File: src/rtl/sha1md_pkg.sv
// Shared types and constants for the SHA-1 message digest block.
// No dependencies; imported by every module of the block.
`timescale 1ns / 1ps

package sha1md_pkg;

    // Input transaction: one optional message byte plus end flag
    typedef struct packed {
        logic [7:0] data_byte;
        logic       byte_present;
        logic       end_of_message;
    } in_item_t;

    // Output transaction: one digest word
    typedef struct packed {
        logic [31:0] digest_word;
        logic [2:0]  word_index;
        logic        last_word;
    } out_item_t;

    // Command passed from the front end to the hash engine
    typedef struct packed {
        logic [7:0] data;
        logic       present;
        logic       last;
    } cmd_t;

    localparam int DIGEST_WORDS = 5;
    localparam int ROUNDS       = 80;

    localparam logic [31:0] H0_INIT = 32'h67452301;
    localparam logic [31:0] H1_INIT = 32'hEFCDAB89;
    localparam logic [31:0] H2_INIT = 32'h98BADCFE;
    localparam logic [31:0] H3_INIT = 32'h10325476;
    localparam logic [31:0] H4_INIT = 32'hC3D2E1F0;

    localparam logic [31:0] K_0 = 32'h5A827999;
    localparam logic [31:0] K_1 = 32'h6ED9EBA1;
    localparam logic [31:0] K_2 = 32'h8F1BBCDC;
    localparam logic [31:0] K_3 = 32'hCA62C1D6;

    localparam logic [7:0] PAD_MARK = 8'h80;

endpackage

File: src/rtl/sha1_message_digest.sv
// SHA-1 message digest top level: front end, command queue, hash engine.
// Depends on sha1md_pkg, sha1md_front, sha1md_queue, sha1md_engine.
`timescale 1ns / 1ps

// Streams message bytes in, one optional byte per transaction, and returns the
// 160-bit SHA-1 digest as five 32-bit words (H0 first) after the transaction
// that carries end_of_message. The engine takes in one byte at a time while
// idle; every 64th byte starts a compression (80 rounds on one shared round
// unit plus one chaining update) during which no bytes are taken. At the end
// of a message the engine pads out the block, runs one or two compressions,
// hands out the digest words and re-arms. A queue of QUEUE_DEPTH commands
// sits in front of the engine, so the source keeps going while a compression
// is under way until the queue fills, and input is still taken while a digest
// word waits in the output register.
module sha1_message_digest #(
    parameter int QUEUE_DEPTH = 4
) (
    input  logic                  clk,
    input  logic                  rst_n,
    input  logic                  item_valid,
    output logic                  item_stall,
    input  sha1md_pkg::in_item_t  item,
    output logic                  digest_valid,
    input  logic                  digest_stall,
    output sha1md_pkg::out_item_t digest
);
    import sha1md_pkg::*;

    logic queue_full;
    logic push;
    logic pop;
    logic head_valid;
    cmd_t push_cmd;
    cmd_t head_cmd;

    sha1md_front u_front (
        .item_valid (item_valid),
        .item_stall (item_stall),
        .item       (item),
        .queue_full (queue_full),
        .push       (push),
        .cmd        (push_cmd)
    );

    sha1md_queue #(
        .DEPTH (QUEUE_DEPTH)
    ) u_queue (
        .clk        (clk),
        .rst_n      (rst_n),
        .push       (push),
        .push_cmd   (push_cmd),
        .full       (queue_full),
        .pop        (pop),
        .head_valid (head_valid),
        .head_cmd   (head_cmd)
    );

    sha1md_engine u_engine (
        .clk          (clk),
        .rst_n        (rst_n),
        .cmd_valid    (head_valid),
        .cmd          (head_cmd),
        .pop          (pop),
        .digest_valid (digest_valid),
        .digest_stall (digest_stall),
        .digest       (digest)
    );

endmodule

File: src/rtl/sha1md_front.sv
// Front end: accepts input transactions and turns the useful ones into
// engine commands. Depends on sha1md_pkg.
`timescale 1ns / 1ps

module sha1md_front (
    input  logic                 item_valid,
    output logic                 item_stall,
    input  sha1md_pkg::in_item_t item,
    input  logic                 queue_full,
    output logic                 push,
    output sha1md_pkg::cmd_t     cmd
);
    import sha1md_pkg::*;

    // Hold off the source while the command queue has no room
    assign item_stall = queue_full;

    // Items that carry neither a byte nor the end flag are dropped here
    assign push = item_valid && !queue_full && (item.byte_present || item.end_of_message);

    always_comb
    begin
        cmd.data    = item.data_byte;
        cmd.present = item.byte_present;
        cmd.last    = item.end_of_message;
    end

endmodule

File: src/rtl/sha1md_queue.sv
// Small command FIFO between the front end and the hash engine.
// Depends on sha1md_pkg.
`timescale 1ns / 1ps

module sha1md_queue #(
    parameter int DEPTH = 4
) (
    input  logic             clk,
    input  logic             rst_n,
    input  logic             push,
    input  sha1md_pkg::cmd_t push_cmd,
    output logic             full,
    input  logic             pop,
    output logic             head_valid,
    output sha1md_pkg::cmd_t head_cmd
);
    import sha1md_pkg::*;

    localparam int PTR_W = $clog2(DEPTH);
    localparam int CNT_W = $clog2(DEPTH + 1);
    localparam logic [PTR_W-1:0] LAST_PTR = PTR_W'(DEPTH - 1);
    localparam logic [CNT_W-1:0] FULL_CNT = CNT_W'(DEPTH);

    cmd_t             slot_reg [DEPTH];
    logic [PTR_W-1:0] wr_ptr_reg, wr_ptr_next;
    logic [PTR_W-1:0] rd_ptr_reg, rd_ptr_next;
    logic [CNT_W-1:0] count_reg, count_next;

    assign full       = (count_reg == FULL_CNT);
    assign head_valid = (count_reg != '0);
    assign head_cmd   = slot_reg[rd_ptr_reg];

    // Pointer and occupancy update
    always_comb
    begin
        wr_ptr_next = wr_ptr_reg;
        rd_ptr_next = rd_ptr_reg;
        count_next  = count_reg;
        if (push)
        begin
            wr_ptr_next = (wr_ptr_reg == LAST_PTR) ? '0 : wr_ptr_reg + 1'b1;
        end
        if (pop)
        begin
            rd_ptr_next = (rd_ptr_reg == LAST_PTR) ? '0 : rd_ptr_reg + 1'b1;
        end
        if (push && !pop)
        begin
            count_next = count_reg + 1'b1;
        end
        else if (pop && !push)
        begin
            count_next = count_reg - 1'b1;
        end
    end

    always_ff @(posedge clk or negedge rst_n)
    begin
        if (!rst_n)
        begin
            wr_ptr_reg <= '0;
            rd_ptr_reg <= '0;
            count_reg  <= '0;
        end
        else
        begin
            wr_ptr_reg <= wr_ptr_next;
            rd_ptr_reg <= rd_ptr_next;
            count_reg  <= count_next;
        end
    end

    // Slot storage, no reset needed
    always_ff @(posedge clk)
    begin
        if (push)
        begin
            slot_reg[wr_ptr_reg] <= push_cmd;
        end
    end

endmodule

File: src/rtl/sha1md_engine.sv
// Hash engine: block assembly, padding, 80-round compression and digest
// output register. Depends on sha1md_pkg.
`timescale 1ns / 1ps

module sha1md_engine (
    input  logic                  clk,
    input  logic                  rst_n,
    input  logic                  cmd_valid,
    input  sha1md_pkg::cmd_t      cmd,
    output logic                  pop,
    output logic                  digest_valid,
    input  logic                  digest_stall,
    output sha1md_pkg::out_item_t digest
);
    import sha1md_pkg::*;

    localparam logic [2:0] S_IDLE  = 3'd0;
    localparam logic [2:0] S_PAD   = 3'd1;
    localparam logic [2:0] S_ROUND = 3'd2;
    localparam logic [2:0] S_FINAL = 3'd3;
    localparam logic [2:0] S_OUT   = 3'd4;

    localparam logic [1:0] RET_IDLE = 2'd0;
    localparam logic [1:0] RET_PAD  = 2'd1;
    localparam logic [1:0] RET_OUT  = 2'd2;

    localparam logic [5:0] FILL_LAST = 6'd63;
    localparam logic [5:0] FILL_LEN  = 6'd56;
    localparam logic [6:0] RND_LAST  = 7'(ROUNDS - 1);
    localparam logic [6:0] RND_K1    = 7'd20;
    localparam logic [6:0] RND_K2    = 7'd40;
    localparam logic [6:0] RND_K3    = 7'd60;
    localparam logic [2:0] IDX_LAST  = 3'(DIGEST_WORDS - 1);
    localparam logic [2:0] IDX_DONE  = 3'(DIGEST_WORDS);

    // Control state
    logic [2:0]  state_reg, state_next;
    logic [1:0]  ret_reg, ret_next;
    logic [5:0]  fill_reg, fill_next;
    logic [63:0] count_reg, count_next;
    logic        pad_first_reg, pad_first_next;
    logic        final_blk_reg, final_blk_next;
    logic [6:0]  round_reg, round_next;
    logic [2:0]  idx_reg, idx_next;
    logic        ov_reg, ov_next;
    logic [31:0] h_reg [DIGEST_WORDS];
    logic [31:0] h_next [DIGEST_WORDS];

    // Datapath
    logic [511:0] blk_reg, blk_next;
    logic [31:0]  a_reg, b_reg, c_reg, d_reg, e_reg;
    logic [31:0]  a_next, b_next, c_next, d_next, e_next;
    out_item_t    ow_reg, ow_next;

    logic        shift_en;
    logic [7:0]  shift_byte;
    logic        start_round;
    logic [63:0] len_bits;
    logic [63:0] len_shift;
    logic [31:0] f_val, k_val, w_now, w_new, t_sum;
    logic        out_take, can_load;

    assign digest_valid = ov_reg;
    assign digest       = ow_reg;

    // Length field bytes, most significant first at positions 56..63
    assign len_bits  = {count_reg[60:0], 3'b000};
    assign len_shift = len_bits >> {~fill_reg[2:0], 3'b000};

    // Round function and schedule taps
    assign w_now = blk_reg[511 -: 32];
    assign w_new = {w_now ^ blk_reg[447 -: 32] ^ blk_reg[255 -: 32] ^ blk_reg[95 -: 32]}
                   << 1 | {31'd0, (w_now[31] ^ blk_reg[447] ^ blk_reg[255] ^ blk_reg[95])};

    always_comb
    begin
        priority if (round_reg < RND_K1)
        begin
            f_val = (b_reg & c_reg) | (~b_reg & d_reg);
            k_val = K_0;
        end
        else if (round_reg < RND_K2)
        begin
            f_val = b_reg ^ c_reg ^ d_reg;
            k_val = K_1;
        end
        else if (round_reg < RND_K3)
        begin
            f_val = (b_reg & c_reg) | (b_reg & d_reg) | (c_reg & d_reg);
            k_val = K_2;
        end
        else
        begin
            f_val = b_reg ^ c_reg ^ d_reg;
            k_val = K_3;
        end
    end

    assign t_sum = {a_reg[26:0], a_reg[31:27]} + f_val + e_reg + k_val + w_now;

    assign out_take = ov_reg && !digest_stall;
    assign can_load = !ov_reg || out_take;

    // Sequencer
    always_comb
    begin
        state_next     = state_reg;
        ret_next       = ret_reg;
        fill_next      = fill_reg;
        count_next     = count_reg;
        pad_first_next = pad_first_reg;
        final_blk_next = final_blk_reg;
        round_next     = round_reg;
        idx_next       = idx_reg;
        ov_next        = out_take ? 1'b0 : ov_reg;
        ow_next        = ow_reg;
        for (int i = 0; i < DIGEST_WORDS; i++)
        begin
            h_next[i] = h_reg[i];
        end
        pop         = 1'b0;
        shift_en    = 1'b0;
        shift_byte  = cmd.data;
        start_round = 1'b0;

        unique case (state_reg)
            S_IDLE:
            begin
                if (cmd_valid)
                begin
                    pop = 1'b1;
                    if (cmd.present)
                    begin
                        shift_en   = 1'b1;
                        count_next = count_reg + 64'd1;
                        fill_next  = fill_reg + 6'd1;
                    end
                    if (cmd.present && fill_reg == FILL_LAST)
                    begin
                        start_round    = 1'b1;
                        state_next     = S_ROUND;
                        ret_next       = cmd.last ? RET_PAD : RET_IDLE;
                        pad_first_next = 1'b1;
                    end
                    else if (cmd.last)
                    begin
                        state_next     = S_PAD;
                        pad_first_next = 1'b1;
                    end
                end
            end

            S_PAD:
            begin
                shift_en  = 1'b1;
                fill_next = fill_reg + 6'd1;
                if (pad_first_reg)
                begin
                    shift_byte     = PAD_MARK;
                    pad_first_next = 1'b0;
                    final_blk_next = (fill_reg < FILL_LEN);
                end
                else if (fill_reg >= FILL_LEN && final_blk_reg)
                begin
                    shift_byte = len_shift[7:0];
                end
                else
                begin
                    shift_byte = 8'd0;
                end
                if (fill_reg == FILL_LAST)
                begin
                    start_round = 1'b1;
                    state_next  = S_ROUND;
                    ret_next    = (!pad_first_reg && final_blk_reg) ? RET_OUT : RET_PAD;
                end
            end

            S_ROUND:
            begin
                round_next = round_reg + 7'd1;
                if (round_reg == RND_LAST)
                begin
                    state_next = S_FINAL;
                end
            end

            S_FINAL:
            begin
                h_next[0] = h_reg[0] + a_reg;
                h_next[1] = h_reg[1] + b_reg;
                h_next[2] = h_reg[2] + c_reg;
                h_next[3] = h_reg[3] + d_reg;
                h_next[4] = h_reg[4] + e_reg;
                unique case (ret_reg)
                    RET_PAD:
                    begin
                        state_next     = S_PAD;
                        final_blk_next = 1'b1;
                    end
                    RET_OUT:
                    begin
                        state_next = S_OUT;
                        idx_next   = '0;
                    end
                    default:
                    begin
                        state_next = S_IDLE;
                    end
                endcase
            end

            S_OUT:
            begin
                if (idx_reg == IDX_DONE)
                begin
                    // Digest handed off; re-arm for the next message
                    h_next[0]  = H0_INIT;
                    h_next[1]  = H1_INIT;
                    h_next[2]  = H2_INIT;
                    h_next[3]  = H3_INIT;
                    h_next[4]  = H4_INIT;
                    count_next = '0;
                    state_next = S_IDLE;
                end
                else if (can_load)
                begin
                    ov_next             = 1'b1;
                    ow_next.digest_word = h_reg[idx_reg];
                    ow_next.word_index  = idx_reg;
                    ow_next.last_word   = (idx_reg == IDX_LAST);
                    idx_next            = idx_reg + 3'd1;
                end
            end

            default:
            begin
                state_next = S_IDLE;
            end
        endcase

        if (start_round)
        begin
            round_next = '0;
        end
    end

    // Block register and working variables
    always_comb
    begin
        blk_next = blk_reg;
        a_next   = a_reg;
        b_next   = b_reg;
        c_next   = c_reg;
        d_next   = d_reg;
        e_next   = e_reg;
        if (shift_en)
        begin
            blk_next = {blk_reg[503:0], shift_byte};
        end
        else if (state_reg == S_ROUND)
        begin
            blk_next = {blk_reg[479:0], w_new};
            a_next   = t_sum;
            b_next   = a_reg;
            c_next   = {b_reg[1:0], b_reg[31:2]};
            d_next   = c_reg;
            e_next   = d_reg;
        end
        if (start_round)
        begin
            a_next = h_reg[0];
            b_next = h_reg[1];
            c_next = h_reg[2];
            d_next = h_reg[3];
            e_next = h_reg[4];
        end
    end

    always_ff @(posedge clk or negedge rst_n)
    begin
        if (!rst_n)
        begin
            state_reg     <= S_IDLE;
            ret_reg       <= RET_IDLE;
            fill_reg      <= '0;
            count_reg     <= '0;
            pad_first_reg <= 1'b0;
            final_blk_reg <= 1'b0;
            round_reg     <= '0;
            idx_reg       <= '0;
            ov_reg        <= 1'b0;
            h_reg[0]      <= H0_INIT;
            h_reg[1]      <= H1_INIT;
            h_reg[2]      <= H2_INIT;
            h_reg[3]      <= H3_INIT;
            h_reg[4]      <= H4_INIT;
        end
        else
        begin
            state_reg     <= state_next;
            ret_reg       <= ret_next;
            fill_reg      <= fill_next;
            count_reg     <= count_next;
            pad_first_reg <= pad_first_next;
            final_blk_reg <= final_blk_next;
            round_reg     <= round_next;
            idx_reg       <= idx_next;
            ov_reg        <= ov_next;
            for (int i = 0; i < DIGEST_WORDS; i++)
            begin
                h_reg[i] <= h_next[i];
            end
        end
    end

    always_ff @(posedge clk)
    begin
        blk_reg <= blk_next;
        a_reg   <= a_next;
        b_reg   <= b_next;
        c_reg   <= c_next;
        d_reg   <= d_next;
        e_reg   <= e_next;
        ow_reg  <= ow_next;
    end

endmodule

File: config.mk
export PLATFORM = sky130hd
export DESIGN_NAME = sha1_message_digest
export DESIGN_NICKNAME = d
export VERILOG_FILES = /design/src/rtl/sha1md_pkg.sv /design/src/rtl/sha1_message_digest.sv /design/src/rtl/sha1md_front.sv /design/src/rtl/sha1md_queue.sv /design/src/rtl/sha1md_engine.sv
export SDC_FILE = /design/constraint.sdc
export NUM_CORES = 2
export LEC_CHECK = 0
export ABC_AREA = 0
export BUFFER_PORTS_ARGS = -buffer_cell sky130_fd_sc_hd__buf_2
export CAP_MARGIN = 0
export CORE_AREA = 3 3 325 327
export CTS_BUF_LIST = sky130_fd_sc_hd__clkbuf_16
export CTS_CLUSTER_SIZE = 12
export DETAILED_ROUTE_END_ITERATION = 10
export DIE_AREA = 0 0 328 330
export GPL_TIMING_DRIVEN = 0
export PLACE_DENSITY = 0.79
export SYNTH_ARGS = -nofsm -noshare
export SYNTH_HDL_FRONTEND = slang
export SYNTH_SLANG_ARGS = --single-unit
File: constraint.sdc
create_clock -name clk -period 33.4 [get_ports clk]
set_clock_uncertainty 0.1 [all_clocks]
set_input_delay 1.67 -clock clk [delete_from_list [all_inputs] [get_ports clk]]
set_output_delay 1.67 -clock clk [all_outputs]
set_load 0.01 [all_outputs]
==> results.tsv <==
metric	value	unit
Area growth syn-to-layout	10.2	%
max reg flops	512	
Slew @ Worst Pin	1.53	ns
Mapped Area	56500	um2
post-route ant nets	0	
CTS Buf Count	109	
critical path type	flop to flop	
Resized cells post-CTS	0	
worst r2r path cells	25	
Chip Height	330	um
per-cell routed wire length	23.1	um
failing checks	max-capacitance violations, max-slew violations	
Final period util	0.256	
worst reg2reg setup slack	24.87	ns
post-synthesis instance total	5768	
metal2 WL	79100	um
# H-tree levels	3	
Tot GR Track Use	0.315	
R2R Path End	u_engine.a_reg[31]$_DFFE_PP_	
max_slew headroom	-0.0186	
Final setup viols	0	
Final Instance Area	62300	um2
Core ar.	103000	um2
post-synthesis sequential area ratio	0.511	
cell depth of the worst hold path	0	
vias after detailed routing	43900	
Peak supply drop	65.4	uV
Via density	5.92	
leakage power total	0.0275	uW
Yosys top cell area share	0.398	
later-pin clock latency in the skew report	0.74	ns
commonest cells in the netlist	nand2_1 (2025), edfxtp_1 (748), o21ai_0 (275)	
vias in the first global route	42500	
die area	108000	um2
Worst Setup End Kind	flop	
post-synthesis cell type count	81	
Worst Hold End	u_engine.digest[3]$_DFFE_PP_	
#FFs+latches synth	1000	
Initial Utilization	0.547	
crit path launch	u_engine.round_reg[3]$_DFFE_PN0P_	
Boundary Pins	52	
Setup crit start kind	flop	
Hold Slack	0.350	ns
RePlAce Congestion	1.01	
RSZ-0062 raised after global routing	false	
Sink Count	1000	
# port buffers	51	
pin count of the biggest net entering global routing	110	
clock transition at the registers of the reported paths	0.06	ns
Synth area leader	edfxtp_1	
FFs w/ async S/R, synth	0.252	
Hold Path Class	flop to flop	
met3 wire length	17500	um
die width	328	um
Pre-antenna DRT Iters	6	
TritonCTS clock tree	done	
Yosys Warn Count	0	
met1 wire length	65000	um
drt drc	0	
post-synthesis net count	6140	
post-CTS setup buffers	0	
reg-to-reg startpoint	u_engine.round_reg[3]$_DFFE_PN0P_	
Top Layer Used	met4	
top achievable clock speed	0.117	GHz
Post-CTS Hold Fix Bufs	0	
fin cells	7410	
count leader, synth	nand2_1	
1st-iter DRT viols	4916	
row cnt	118	
DRT Wirelength	171000	um
maxcap violations	2	
top cells by area, synth	edfxtp_1 (40%), nand2_1 (13%), dfrtp_1 (7.6%)	
Post-layout nets	6315	
maximum clock insertion buffer count	3	
outcome	finished, violations left	
dpl hpwl	129000	um
layout cell share with drive strength beyond 1	0.0632	
final hold vios	0	
pwr/cell area	98.4	nW/um2
Max Transition Viols Final	22	
CTS Root Cell	clkbuf_16	
mean area per synthesized cell	9.79	um2
Top FF cell, synth	edfxtp_1	
Hold Startpoint	u_engine.idx_reg[2]$_DFFE_PN0P_	
min Tclk post-route	8.53	ns
global-route wire length before repair	257000	um
number of flops mapped to enable cells by yosys	748	
Critical Path RT	33.72	ns
GRT Residual Overflow	0	
setup TNS	0	ns
initial antenna violation count	1	
Post-Place Cells	7212	
critical path fanouts, max	10	
dpl cell area	58800	um2
crit path DAT	8.85	ns
==> report_power, final <==
group	internal, uW	switching [uW]
logic	945	1500
registers	2050	449
clock network	651	523
total	3650	2470
==> per-stage QoR <==
| step | worst slack [ns] | total power, uW | utilization |
|---|---|---|---|
| final | 24.87 | 6120 | 0.603 |
| after global routing | 24.70 | 6470 | 0.603 |
| after CTS | 24.98 | 6070 | 0.603 |
| after detailed placement | 25.08 | 4880 | 0.570 |
| after global placement | 13.69 | 4960 | 0.566 |
| after floorplan | 19.34 | 4200 | - |
==> worst max-delay path by stage <==
stage / endpoint / slack [ns] / cells past startpoint
6_report: u_engine.a_reg[31]$_DFFE_PP_ / 24.87 / 25
5_1_grt: u_engine.a_reg[30]$_DFFE_PP_ / 24.70 / 25
4_1_cts: u_engine.a_reg[31]$_DFFE_PP_ / 24.98 / 25
3_5_place_dp: u_engine.a_reg[31]$_DFFE_PP_ / 25.08 / 25
3_3_place_gp: u_engine.blk_reg[321]$_DFFE_PP_ / 13.69 / 6
2_1_floorplan: u_engine.blk_reg[0]$_DFFE_PP_ / 19.34 / 6
==> cell families after synthesis <==
kind of cell    count (synthesis)  synth area share
compound gates                851            0.0923
xor+xnor                      337            0.0523
fa+ha+maj                     358            0.0959
buf+inv                       502            0.0334
flops                        1000             0.511
mux                            72            0.0251
simple gates                 2648             0.190
==> cells in the final DEF (no fill, tap or decap), types with 49 or more instances in the layout <==
cell          n
inv_1       284
o21ai_0     275
xnor2_1     214
nor3_1       49
ha_1        233
nor2_1      266
fa_1        125
a21o_1       96
nand3_1      92
mux4_2       55
edfxtp_1    748
buf_2        50
clkbuf_16   110
dfstp_2      80
nand2_1    2023
xor2_1      123
dfrtp_1     172
clkbuf_1    236
a21oi_1     242
==> layout make-up <==
type,instances,area [um2]
Antenna cell,1,2.50
Buffer,247,927
Clock buffer,110,2750
Clock inverter,87,662
Fill cell,8475,40900
Inverter,255,957
Multi-Input combinational cell,4266,25700
Sequential cell,1000,28900
Tap cell,1380,1730
Timing Repair Buffer,64,616
==> layer usage <==
layer	vias to the layer above	GRT usage
met5	-	0
met4	0	0.154
met3	417	0.0625
met2	2317	0.508
met1	21200	0.410
li1	19900	-
==> worst max-delay path, stage by stage (launching register included) <==
cell      delay [ns]
dfrtp_1         0.36
clkbuf_1        0.17
a41oi_1         0.80
and2_1          0.31
clkinv_1        0.41
nand2_1         0.56
clkbuf_1        0.62
o221ai_1        0.38
fa_1            0.61
inv_1           0.06
fa_1            0.48
inv_1           0.05
fa_1            0.47
inv_1           0.04
ha_1            0.24
a21o_1          0.19
a21o_1          0.17
a21oi_1         0.25
o211ai_1        0.17
o31ai_2         0.39
nor2_1          0.10
o221a_2         0.29
or4_1           0.40
a31oi_1         0.33
xnor2_1         0.17
a21oi_1         0.08
No activity file was read; power rests on OpenSTA's default activity.
